--- config.mk ---
export PLATFORM = sky130hd
export DESIGN_NAME = ready_queue_policy_selector
export DESIGN_NICKNAME = d
export VERILOG_FILES = /design/src/hw/rtl/rqps_pkg.sv /design/src/hw/rtl/rqps_entry_ram.sv /design/src/hw/rtl/rqps_rank.sv /design/src/hw/rtl/ready_queue_policy_selector.sv
export SDC_FILE = /design/constraint.sdc
export NUM_CORES = 2
export LEC_CHECK = 0
export ABC_AREA = 1
export ABC_CLOCK_PERIOD_IN_PS = 11900
export BUFFER_PORTS_ARGS = -buffer_cell sky130_fd_sc_hd__buf_4
export CAP_MARGIN = 20
export CORE_ASPECT_RATIO = 1.2
export CORE_UTILIZATION = 40
export DETAILED_ROUTE_END_ITERATION = 8
export PLACE_DENSITY = 0.6
export SLEW_MARGIN = 20
export SYNTH_ARGS = -nofsm -noshare
export SYNTH_HDL_FRONTEND = slang
export SYNTH_SLANG_ARGS = --single-unit
--- constraint.sdc ---
create_clock -name clock -period 11.9 [get_ports clock]
set_clock_uncertainty 0.05 [all_clocks]
set_input_delay 2.38 -clock clock [delete_from_list [all_inputs] [get_ports clock]]
set_output_delay 2.38 -clock clock [all_outputs]
set_load 0.05 [all_outputs]
--- src/hw/rtl/rqps_pkg.sv ---
// Shared types, codes and sizes for the ready queue policy selector.
// Used by rqps_entry_ram, rqps_rank and ready_queue_policy_selector.
package rqps_pkg;

   localparam int MAX_ENTRIES = 16;
   localparam int IDX_W = (MAX_ENTRIES > 1) ? $clog2(MAX_ENTRIES) : 1;
   localparam int CNT_W = $clog2(MAX_ENTRIES + 1);

   typedef logic [2:0] policy_type;
   localparam policy_type POLICY_RR   = 3'd0;
   localparam policy_type POLICY_SJF  = 3'd1;
   localparam policy_type POLICY_SRT  = 3'd2;
   localparam policy_type POLICY_GRT  = 3'd3;
   localparam policy_type POLICY_PRIO = 3'd4;

   typedef logic [1:0] status_type;
   localparam status_type STATUS_ENQUEUED   = 2'd0;
   localparam status_type STATUS_DISPATCHED = 2'd1;
   localparam status_type STATUS_EMPTY      = 2'd2;
   localparam status_type STATUS_FULL       = 2'd3;

   localparam logic OP_ENQUEUE  = 1'b0;
   localparam logic OP_DISPATCH = 1'b1;

   typedef struct packed {
      logic [7:0]         id;
      logic [15:0]        target;
      logic [15:0]        served;
      logic signed [15:0] prio;
   } entry_type;

   typedef enum logic [3:0] {
      ST_IDLE  = 4'b0001,
      ST_SCAN  = 4'b0010,
      ST_SHIFT = 4'b0100,
      ST_DONE  = 4'b1000
   } state_type;

endpackage

--- src/hw/rtl/rqps_entry_ram.sv ---
// Entry store: one write port, one read port, registered read data.
// Depends on rqps_pkg for the entry type and depth.
module rqps_entry_ram (
   input  logic                         clock,
   input  logic                         wr_en,
   input  logic [rqps_pkg::IDX_W-1:0]   wr_addr,
   input  rqps_pkg::entry_type          wr_data,
   input  logic [rqps_pkg::IDX_W-1:0]   rd_addr,
   output rqps_pkg::entry_type          rd_data
);

   rqps_pkg::entry_type mem [rqps_pkg::MAX_ENTRIES];

   always_ff @(posedge clock) begin
      if (wr_en) begin
         mem[wr_addr] <= wr_data;
      end
      rd_data <= mem[rd_addr];
   end

endmodule

--- src/hw/rtl/rqps_rank.sv ---
// Policy comparator: says whether a candidate entry beats the current best.
// Depends on rqps_pkg for the entry type and policy codes.
module rqps_rank (
   input  rqps_pkg::policy_type policy,
   input  rqps_pkg::entry_type  cand,
   input  rqps_pkg::entry_type  best,
   output logic                 take
);

   logic signed [16:0] rem_cand;
   logic signed [16:0] rem_best;
   logic [31:0]        prod_cand;
   logic [31:0]        prod_best;

   always_comb begin
      rem_cand  = $signed({1'b0, cand.target}) - $signed({1'b0, cand.served});
      rem_best  = $signed({1'b0, best.target}) - $signed({1'b0, best.served});
      // served/target ratios, cross-multiplied
      prod_cand = {16'd0, cand.served} * {16'd0, best.target};
      prod_best = {16'd0, best.served} * {16'd0, cand.target};
      case (policy)
         rqps_pkg::POLICY_SJF:  take = cand.target < best.target;
         rqps_pkg::POLICY_SRT:  take = rem_cand < rem_best;
         rqps_pkg::POLICY_GRT:  take = prod_cand < prod_best;
         rqps_pkg::POLICY_PRIO: take = cand.prio > best.prio;
         default:               take = 1'b0;
      endcase
   end

endmodule

--- src/hw/rtl/ready_queue_policy_selector.sv ---
// Ready queue with selectable dispatch policy: control, scan and compaction.
// Depends on rqps_pkg, rqps_entry_ram and rqps_rank.
//
// Input channel req_*: req_tuser is the operation (enqueue or dispatch),
// req_tdata carries the entry fields. Every input transfer gives exactly
// one result transfer on rsp_*: rsp_tuser is the status, rsp_tdata the
// dispatched id and the occupancy after the item.
// The policy register is written through csr_wr_en/csr_wr_data; the user
// must write it only while idle, as the block itself does not enforce this.
// An enqueue, or a dispatch on an empty queue, has its result registered
// with the done state, then moved to the output register. A dispatch over
// n entries reads the entry memory once per cycle to pick the winner, then
// moves each entry behind the winner down one slot, then posts the result.
// One item is worked on at a time; req_tready is high while the
// control sequencer is idle, even if a result still waits on rsp_*.
// If the receiver stalls, a finished result waits in the sequencer until
// the output register frees. Synchronous reset empties the queue, drops
// any pending result and selects round robin; memory contents are kept,
// and only entries below the fill count are ever read.
module ready_queue_policy_selector (
   input  logic        clock,
   input  logic        reset,
   // request: tuser = operation
   input  logic        req_tvalid,
   output logic        req_tready,
   input  logic [55:0] req_tdata,  // proc_id[7:0], target_time[23:8],
                                   // served_time[39:24], priority_req[55:40]
   input  logic [0:0]  req_tuser,  // operation[0]
   // response
   output logic        rsp_tvalid,
   input  logic        rsp_tready,
   output logic [15:0] rsp_tdata,  // selected_id[7:0], occupancy[12:8], zero pad
   output logic [1:0]  rsp_tuser,  // status[1:0]
   // policy register
   input  logic        csr_wr_en,
   input  logic [2:0]  csr_wr_data
);

   localparam int IDX_W = rqps_pkg::IDX_W;
   localparam int CNT_W = rqps_pkg::CNT_W;

   rqps_pkg::state_type  state_ff, state_in;
   rqps_pkg::policy_type policy_ff, policy_in;
   logic [CNT_W-1:0]     count_ff, count_in;
   logic [IDX_W-1:0]     last_ff, last_in;
   logic [IDX_W-1:0]     cmp_idx_ff, cmp_idx_in;
   logic [IDX_W-1:0]     wr_ptr_ff, wr_ptr_in;
   logic [IDX_W-1:0]     best_idx_ff, best_idx_in;
   rqps_pkg::entry_type  best_ff, best_in;
   rqps_pkg::status_type res_status_ff, res_status_in;
   logic [7:0]           res_id_ff, res_id_in;
   logic [4:0]           res_occ_ff, res_occ_in;
   logic                 rsp_valid_ff, rsp_valid_in;
   rqps_pkg::status_type rsp_status_ff, rsp_status_in;
   logic [7:0]           rsp_id_ff, rsp_id_in;
   logic [4:0]           rsp_occ_ff, rsp_occ_in;

   rqps_pkg::entry_type  req_entry;
   rqps_pkg::entry_type  rd_data;
   rqps_pkg::entry_type  wr_data;
   rqps_pkg::entry_type  sel_entry;
   logic [IDX_W-1:0]     sel_idx;
   logic [IDX_W-1:0]     rd_addr;
   logic [IDX_W-1:0]     wr_addr;
   logic                 wr_en;
   logic                 take;

   assign req_entry.id     = req_tdata[7:0];
   assign req_entry.target = req_tdata[23:8];
   assign req_entry.served = req_tdata[39:24];
   assign req_entry.prio   = req_tdata[55:40];

   rqps_entry_ram u_ram (
      .clock   (clock),
      .wr_en   (wr_en),
      .wr_addr (wr_addr),
      .wr_data (wr_data),
      .rd_addr (rd_addr),
      .rd_data (rd_data)
   );

   rqps_rank u_rank (
      .policy (policy_ff),
      .cand   (rd_data),
      .best   (best_ff),
      .take   (take)
   );

   assign req_tready = (state_ff == rqps_pkg::ST_IDLE);
   assign rsp_tvalid = rsp_valid_ff;
   assign rsp_tuser  = rsp_status_ff;
   assign rsp_tdata  = {3'b000, rsp_occ_ff, rsp_id_ff};

   // winner so far, including the entry whose read data arrives this cycle
   always_comb begin
      if ((cmp_idx_ff == '0) || take) begin
         sel_entry = rd_data;
         sel_idx   = cmp_idx_ff;
      end else begin
         sel_entry = best_ff;
         sel_idx   = best_idx_ff;
      end
   end

   always_comb begin
      state_in      = state_ff;
      policy_in     = policy_ff;
      count_in      = count_ff;
      last_in       = last_ff;
      cmp_idx_in    = cmp_idx_ff;
      wr_ptr_in     = wr_ptr_ff;
      best_idx_in   = best_idx_ff;
      best_in       = best_ff;
      res_status_in = res_status_ff;
      res_id_in     = res_id_ff;
      res_occ_in    = res_occ_ff;
      rsp_valid_in  = rsp_valid_ff && !rsp_tready;
      rsp_status_in = rsp_status_ff;
      rsp_id_in     = rsp_id_ff;
      rsp_occ_in    = rsp_occ_ff;
      wr_en         = 1'b0;
      wr_addr       = count_ff[IDX_W-1:0];
      wr_data       = req_entry;
      rd_addr       = '0;

      if (csr_wr_en) begin
         policy_in = csr_wr_data;
      end

      case (state_ff)
         rqps_pkg::ST_IDLE: begin
            if (req_tvalid) begin
               res_id_in = 8'd0;
               state_in  = rqps_pkg::ST_DONE;
               if (req_tuser[0] == rqps_pkg::OP_ENQUEUE) begin
                  if (count_ff == CNT_W'(rqps_pkg::MAX_ENTRIES)) begin
                     res_status_in = rqps_pkg::STATUS_FULL;
                     res_occ_in    = 5'(count_ff);
                  end else begin
                     wr_en         = 1'b1;
                     count_in      = count_ff + CNT_W'(1);
                     res_status_in = rqps_pkg::STATUS_ENQUEUED;
                     res_occ_in    = 5'(count_ff + CNT_W'(1));
                  end
               end else if (count_ff == '0) begin
                  res_status_in = rqps_pkg::STATUS_EMPTY;
                  res_occ_in    = 5'd0;
               end else begin
                  // start the scan at the head; the count drops now
                  count_in      = count_ff - CNT_W'(1);
                  last_in       = IDX_W'(count_ff - CNT_W'(1));
                  res_status_in = rqps_pkg::STATUS_DISPATCHED;
                  res_occ_in    = 5'(count_ff - CNT_W'(1));
                  cmp_idx_in    = '0;
                  rd_addr       = '0;
                  state_in      = rqps_pkg::ST_SCAN;
               end
            end
         end
         rqps_pkg::ST_SCAN: begin
            best_in     = sel_entry;
            best_idx_in = sel_idx;
            if (cmp_idx_ff == last_ff) begin
               res_id_in = sel_entry.id;
               if (sel_idx == last_ff) begin
                  state_in = rqps_pkg::ST_DONE;
               end else begin
                  // close the gap: read the entry behind the winner
                  rd_addr   = sel_idx + IDX_W'(1);
                  wr_ptr_in = sel_idx;
                  state_in  = rqps_pkg::ST_SHIFT;
               end
            end else begin
               rd_addr    = cmp_idx_ff + IDX_W'(1);
               cmp_idx_in = cmp_idx_ff + IDX_W'(1);
            end
         end
         rqps_pkg::ST_SHIFT: begin
            wr_en   = 1'b1;
            wr_addr = wr_ptr_ff;
            wr_data = rd_data;
            if ((wr_ptr_ff + IDX_W'(1)) == last_ff) begin
               state_in = rqps_pkg::ST_DONE;
            end else begin
               rd_addr   = wr_ptr_ff + IDX_W'(2);
               wr_ptr_in = wr_ptr_ff + IDX_W'(1);
            end
         end
         rqps_pkg::ST_DONE: begin
            // hold until the output register is free
            if (!rsp_valid_ff || rsp_tready) begin
               rsp_valid_in  = 1'b1;
               rsp_status_in = res_status_ff;
               rsp_id_in     = res_id_ff;
               rsp_occ_in    = res_occ_ff;
               state_in      = rqps_pkg::ST_IDLE;
            end
         end
         default: begin
            state_in = rqps_pkg::ST_IDLE;
         end
      endcase
   end

   always_ff @(posedge clock) begin
      if (reset) begin
         state_ff     <= rqps_pkg::ST_IDLE;
         policy_ff    <= rqps_pkg::POLICY_RR;
         count_ff     <= '0;
         rsp_valid_ff <= 1'b0;
      end else begin
         state_ff     <= state_in;
         policy_ff    <= policy_in;
         count_ff     <= count_in;
         rsp_valid_ff <= rsp_valid_in;
      end
   end

   always_ff @(posedge clock) begin
      last_ff       <= last_in;
      cmp_idx_ff    <= cmp_idx_in;
      wr_ptr_ff     <= wr_ptr_in;
      best_idx_ff   <= best_idx_in;
      best_ff       <= best_in;
      res_status_ff <= res_status_in;
      res_id_ff     <= res_id_in;
      res_occ_ff    <= res_occ_in;
      rsp_status_ff <= rsp_status_in;
      rsp_id_ff     <= rsp_id_in;
      rsp_occ_ff    <= rsp_occ_in;
   end

endmodule

* Word level (Yosys, flattened, before mapping)
Memory sizes are Yosys's and may differ from the RTL's. A register that Yosys moved wholly into a read port is not among the register bits. Index checks and enable logic that the tools add are counted.
Word-level totals: flip-flop bits (word level) 115, latch bits 0, memory bits (writable) 896, ROM bits 0, output and inout port bits 20, word-level logic and storage cells 119, memories 1
Memory list:
- u_ram.mem | depth 16, bits a word 56, rd ports 1, clocked after memory_dff 1, wr ports 1, line rqps_entry_ram.sv:12 | rqps_pkg::entry_type mem [rqps_pkg::MAX_ENTRIES];
Cells by class: $add $sub $neg 8, multipliers 2, div/mod/pow operators 0, $lt $le $gt $ge 4, eq/ne operators 22, shift-type cells 0, mux-type cells 45, bitwise logic cells 1, reductions and logical operators 18
Operators with widths (count):
- 2-to-1 mux 56 bit | 2
- 2-to-1 mux 4 bit | 19
- multiplier 16 x 16 -> 32 bit | 2
- subtractor 16 x 16 -> 17 bit | 2
- less-than comparator 32 bit | 1
- 2-to-1 mux 5 bit | 5
- one-hot mux 4 bit (2 select lines) | 3
- != test 2 bit (second input constant) | 9
- less-than comparator 17 bit | 1
- > comparator 16 bit | 1
- less-than comparator 16 bit | 1
- 2-to-1 mux 8 bit | 2
- one-hot mux 4 bit (4 select lines) | 1
- one-hot mux 8 bit (2 select lines) | 1
- adder 4 x 1 -> 4 bit (second input constant) | 3
- == test 4 bit | 3
- AND reduction 4 bit | 3
- 2-to-1 mux 1 bit | 7
- == test 3 x 2 -> 1 bit (second input constant) | 2
- 2-to-1 mux 2 bit | 3
- AND reduction 2 bit | 3
- AND reduction 3 bit | 2
- adder 5 x 1 -> 5 bit (second input constant) | 1
- == test 5 bit (second input constant) | 1
- other kinds (19) | 22

* Longest topological paths before layout
word-level depth 9, mapped depth 55

* Cells and area by module
Synthesis repeated with hierarchy kept, for this count alone.
Second synthesis, totals: cell total of the unflattened synthesis 7268, area total of the unflattened synthesis 66699.0 um^2
By module, submodules not included:
- rqps_entry_ram | times used 1, cells each 3688, area an instance 39679.3 um^2
- rqps_rank | times used 1, cells each 3002, area an instance 21520.6 um^2
- ready_queue_policy_selector | times used 1, cells each 578, area an instance 5499.0 um^2

* Least setup slack after synthesis
No wires, ideal clock.
kind register to register, from register, netlist name u_ram.rd_data[33], to register best_ff[0] (netlist name) (enable), setup time 0.454 ns, data arrival time 9.452 ns, data required time 11.396 ns, setup slack 1.944 ns, cell stages (with the launch flop) 39, period minus slack after synthesis 9.956 ns, cells stage by stage dfxtp_1 clkbuf_1 clkbuf_1 nand2_1 fa_1 inv_1 fa_1 ha_1 fa_1 inv_1 fa_1 inv_1 fa_1 ha_1 a21oi_1 o21ai_0 a21oi_1 o21ai_1 [... 3 more ...] o21ai_1 nand2_1 nand2_1 a21boi_1 o21ai_0 a21oi_1 xor2_1 ha_1 a21oi_1 o211ai_1 a21oi_1 nand2_1 nor2_1 nand2_1 nand4_4 buf_6 inv_1 nor2_1
Between the ends: cells in the longest elaborated chain, start to end 5, elaborated cells between the ends (all ways) 8
RTL lines:
- multiplier 16 x 16 -> 32 bit / subtractor 16 x 16 -> 17 bit (equally long branches) | line rqps_rank.sv:20, rqps_rank.sv:16
- less-than comparator 32 bit / less-than comparator 17 bit (equally long branches) | line rqps_rank.sv:24, rqps_rank.sv:23
- one-hot mux 1 bit (4 select lines) (*) | line rqps_rank.sv:21 | case (policy)
- logical OR 1 bit (*) | line ready_queue_policy_selector.sv:96 | if ((cmp_idx_ff == '0) || take) begin
- AND reduction 2 bit (no source line) (*)
- to (signal assigned) | line ready_queue_policy_selector.sv:224 | best_ff <= best_in;
- to (decl) | line ready_queue_policy_selector.sv:49 | rqps_pkg::entry_type best_ff, best_in;
Mark *: on every way between the ends. The rest lies on a longest branch, timed or not. A chain may end at the register's enable or synchronous reset.

* Worst setup path in the final report
from register best_ff[33] (netlist name), to register, netlist name u_ram.rd_data[51]
Between the ends: cells in the longest elaborated chain, start to end 9, elaborated cells between the ends (all ways) 13
RTL lines:
- multiplier 16 x 16 -> 32 bit / subtractor 16 x 16 -> 17 bit (equally long branches) | line rqps_rank.sv:19, rqps_rank.sv:17
- less-than comparator 32 bit / less-than comparator 17 bit (equally long branches) | line rqps_rank.sv:24, rqps_rank.sv:23
- one-hot mux 1 bit (4 select lines) (*) | line rqps_rank.sv:21
- logical OR 1 bit (*) | line ready_queue_policy_selector.sv:96
- 2-to-1 mux 4 bit (*) | line ready_queue_policy_selector.sv:96
- named net sel_idx[0] | line ready_queue_policy_selector.sv:62 | logic [IDX_W-1:0] sel_idx;
- adder 4 x 1 -> 4 bit / == test 4 bit (equally long branches) | line ready_queue_policy_selector.sv:169, ready_queue_policy_selector.sv:165
- 2-to-1 mux 4 bit (*) | line ready_queue_policy_selector.sv:165 | if (sel_idx == last_ff) begin
- 2-to-1 mux 4 bit (*) | line ready_queue_policy_selector.sv:163 | if (cmp_idx_ff == last_ff) begin
- one-hot mux 4 bit (2 select lines) (*) | line ready_queue_policy_selector.sv:130 | case (state_ff)
The timed path passes the listed nets; every way through them passes the cells marked *.

==> metrics <==
drt pass-1 iters 6; total track usage 21.5%; Final Slew Violations 0; Hold Crit Class reg2reg; worst skew pair latency 0.75 ns; RSZ-0062 raised after global routing false; Arrival @ worst endpoint 11.66 ns; fillers 15500; DR WL/cell 19.7 um; Final period util 93.0%; commonest non-fill, non-tap cells in the layout 1521 x inv_1, 1480 x nand2_1, 1048 x nand3_1; largest net degree at the start of global routing 178; DRC violations left 0; synthesized area per cell 9.53 um2; commonest non-fill, non-tap cell in the layout inv_1; CTS tree yes; # setup viols final 0; Crit-path slowest cell edfxtp_1; worst setup path category reg2reg; Die H 447 um; Synth-to-Final Area Change 10.0%; vias in the first global route 46800; flops & latches, synth 1067; most frequent CP cell nand2_1; I/O pins 85; area share of the largest cell type after synthesis 45.4%; grt ovf 0; Yosys cell types 49; Post-synth EDFFs 998; Crit path largest cell delay 0.83 ns; nets 7667; Max Root-Sink Buffers 3; status finished clean; crit-path max FO 50; hold_buf cts 0; Worst setup EP type register; die area 167000 um2; DR iter-0 viols 3298; post-CTS sizing 0; core box area 164000 um2; GPL Wtd Cong 0.899; number of max-cap violations 0; clk slew on worst S/H paths 0.07 ns; Setup TNS 0 ns; postcts setup bufs 0; initial antenna violation count 1; register area share after synthesis 47.5%; routed vias/inst 5.11; die width 373 um; Final HPWL DP 114 mm; startpoint types register; Mapped Cells 6933; Final Routed Wirelength 180 mm; slew margin rel. 22.9%; data required time of the worst path 12.50 ns; number of port buffers 81; Synth warnings 0; Sink Count 1067; Max Clk Rate 90.4 MHz; post-route insts no fill 9127; area of the mapped netlist 66100 um2; layout cells sized above 1 6.20%; routed vias 46600; largest cells by area after synthesis edfxtp_1 45%, fa_1 12%, inv_1 8.7%; area leader, netlist edfxtp_1; htree depth 3; Initial Util 40.2%; Final Hold Fails 0; site row count 163; CTS root buf clkbuf_16; slew at the pin with the worst max-slew slack 1.15 ns; placed insts 8920; Period minus WS final 11.07 ns; first-pass GRT wire length 276 mm; CTS Buf Count 110; final core utilization 44.3%; antenna violation net count after detailed routing 0; # diodes 0; Top FF cell, synth edfxtp_1; Async S/R FF share, synth 0%
-- per-stage QoR --
stage	instance area [um2]	setup WS (ns)	hold slack (ns)
6_report	72700	0.834	0.369
5_1_grt	72700	0.124	0.382
4_1_cts	72700	0.913	0.371
3_5_place_dp	69100	1.00	0.356
3_3_place_gp	69000	1.20	0.354
2_1_floorplan	66100	1.94	0.350
-- synthesized netlist by cell type, types with 7 or more instances --
library cell  number
inv_1           1523
nand2_1         1480
nand3_1         1048
edfxtp_1         998
fa_1             390
ha_1             325
clkbuf_1         196
nand3b_1         171
buf_2            144
a21oi_1          141
nor2_1           101
o21ai_0           77
dfxtp_1           69
xor2_1            64
xnor2_1           37
buf_4             21
nand4_1           17
o21ai_1           17
o21bai_1          15
buf_6             14
a31oi_1            9
nor3_1             9
or2_2              8
a21boi_0           7
-- worst paths after layout --
check,from,to,slack (ns),depth (start not counted)
hold reg to reg,res_occ_ff[1]$_DFFE_PP_,rsp_occ_ff[1]$_DFFE_PP_,0.37,0
setup / recovery,best_ff[33]$_DFFE_PP_,u_ram.rd_data[51]$_DFF_P_,0.83,44
hold / removal,res_occ_ff[1]$_DFFE_PP_,rsp_occ_ff[1]$_DFFE_PP_,0.37,0
setup reg to reg,best_ff[33]$_DFFE_PP_,u_ram.rd_data[51]$_DFF_P_,0.83,44
-- kinds of logic (layout without fill, tap and decap cells) --
logic type               after synthesis  after routing  share of synthesized area, %
AND/OR/NAND/NOR                     2850           2850                          19.4
buffers and inverters               1907           1954                          11.4
flip-flops                          1067           1067                          47.5
adder cells (fa/ha/maj)              715            715                          18.0
AO/OA/AOI/OAI                        292            292                          2.44
XOR/XNOR                             101            101                          1.34
other                                  1              3                       0.00568
-- layer usage --
layer / vias to the layer above / global-route usage, % / share of wire (%)
met5: - / 0 / 0
met4: 0 / 7.10 / 3.0
met3: 298 / 2.08 / 5.5
met2: 1392 / 38.3 / 50
met1: 23000 / 27.4 / 41
li1: 21900 / - / -
-- sequential cells by signal, summed over array words and instances, names as in the netlist --
name           flops
policy_ff          3
res_status_ff      2
rsp_tvalid         1
u_ram.rd_data     56
wr_ptr_ff          4
rsp_occ_ff         5
state_ff           4
last_ff            4
best_idx_ff        4
res_id_ff          8
rsp_id_ff          8
best_ff           56
rsp_tuser          2
cmp_idx_ff         4
count_ff           5
res_occ_ff         5
u_ram.mem        896
-- worst max-delay path: cells and delay by family, from the launching register on --
family / cells / cell delay [ns]
AO/OA/AOI/OAI: 10 / 2.14
XOR/XNOR: 1 / 0.38
adder cells (fa/ha/maj): 9 / 4.04
buffers and inverters: 7 / 1.14
flip-flops: 1 / 0.83
AND/OR/NAND/NOR: 17 / 2.33
-- cell type report --
| cell class | instances | area [um2] | share of cell area (%) |
|---|---|---|---|
| sequential | 1067 | 31400 | 43.1 |
| multi-input combinational | 3961 | 27400 | 37.7 |
| inverter | 1528 | 5760 | 7.92 |
| clock buffer | 152 | 3060 | 4.21 |
| tap | 2145 | 2680 | 3.69 |
| timing repair buffer | 219 | 1920 | 2.64 |
| clock inverter | 55 | 527 | 0.725 |
Power is left out: the tool's default activity adds up to more than one toggle a clock period on the data nets, which glitch-free logic cannot reach.
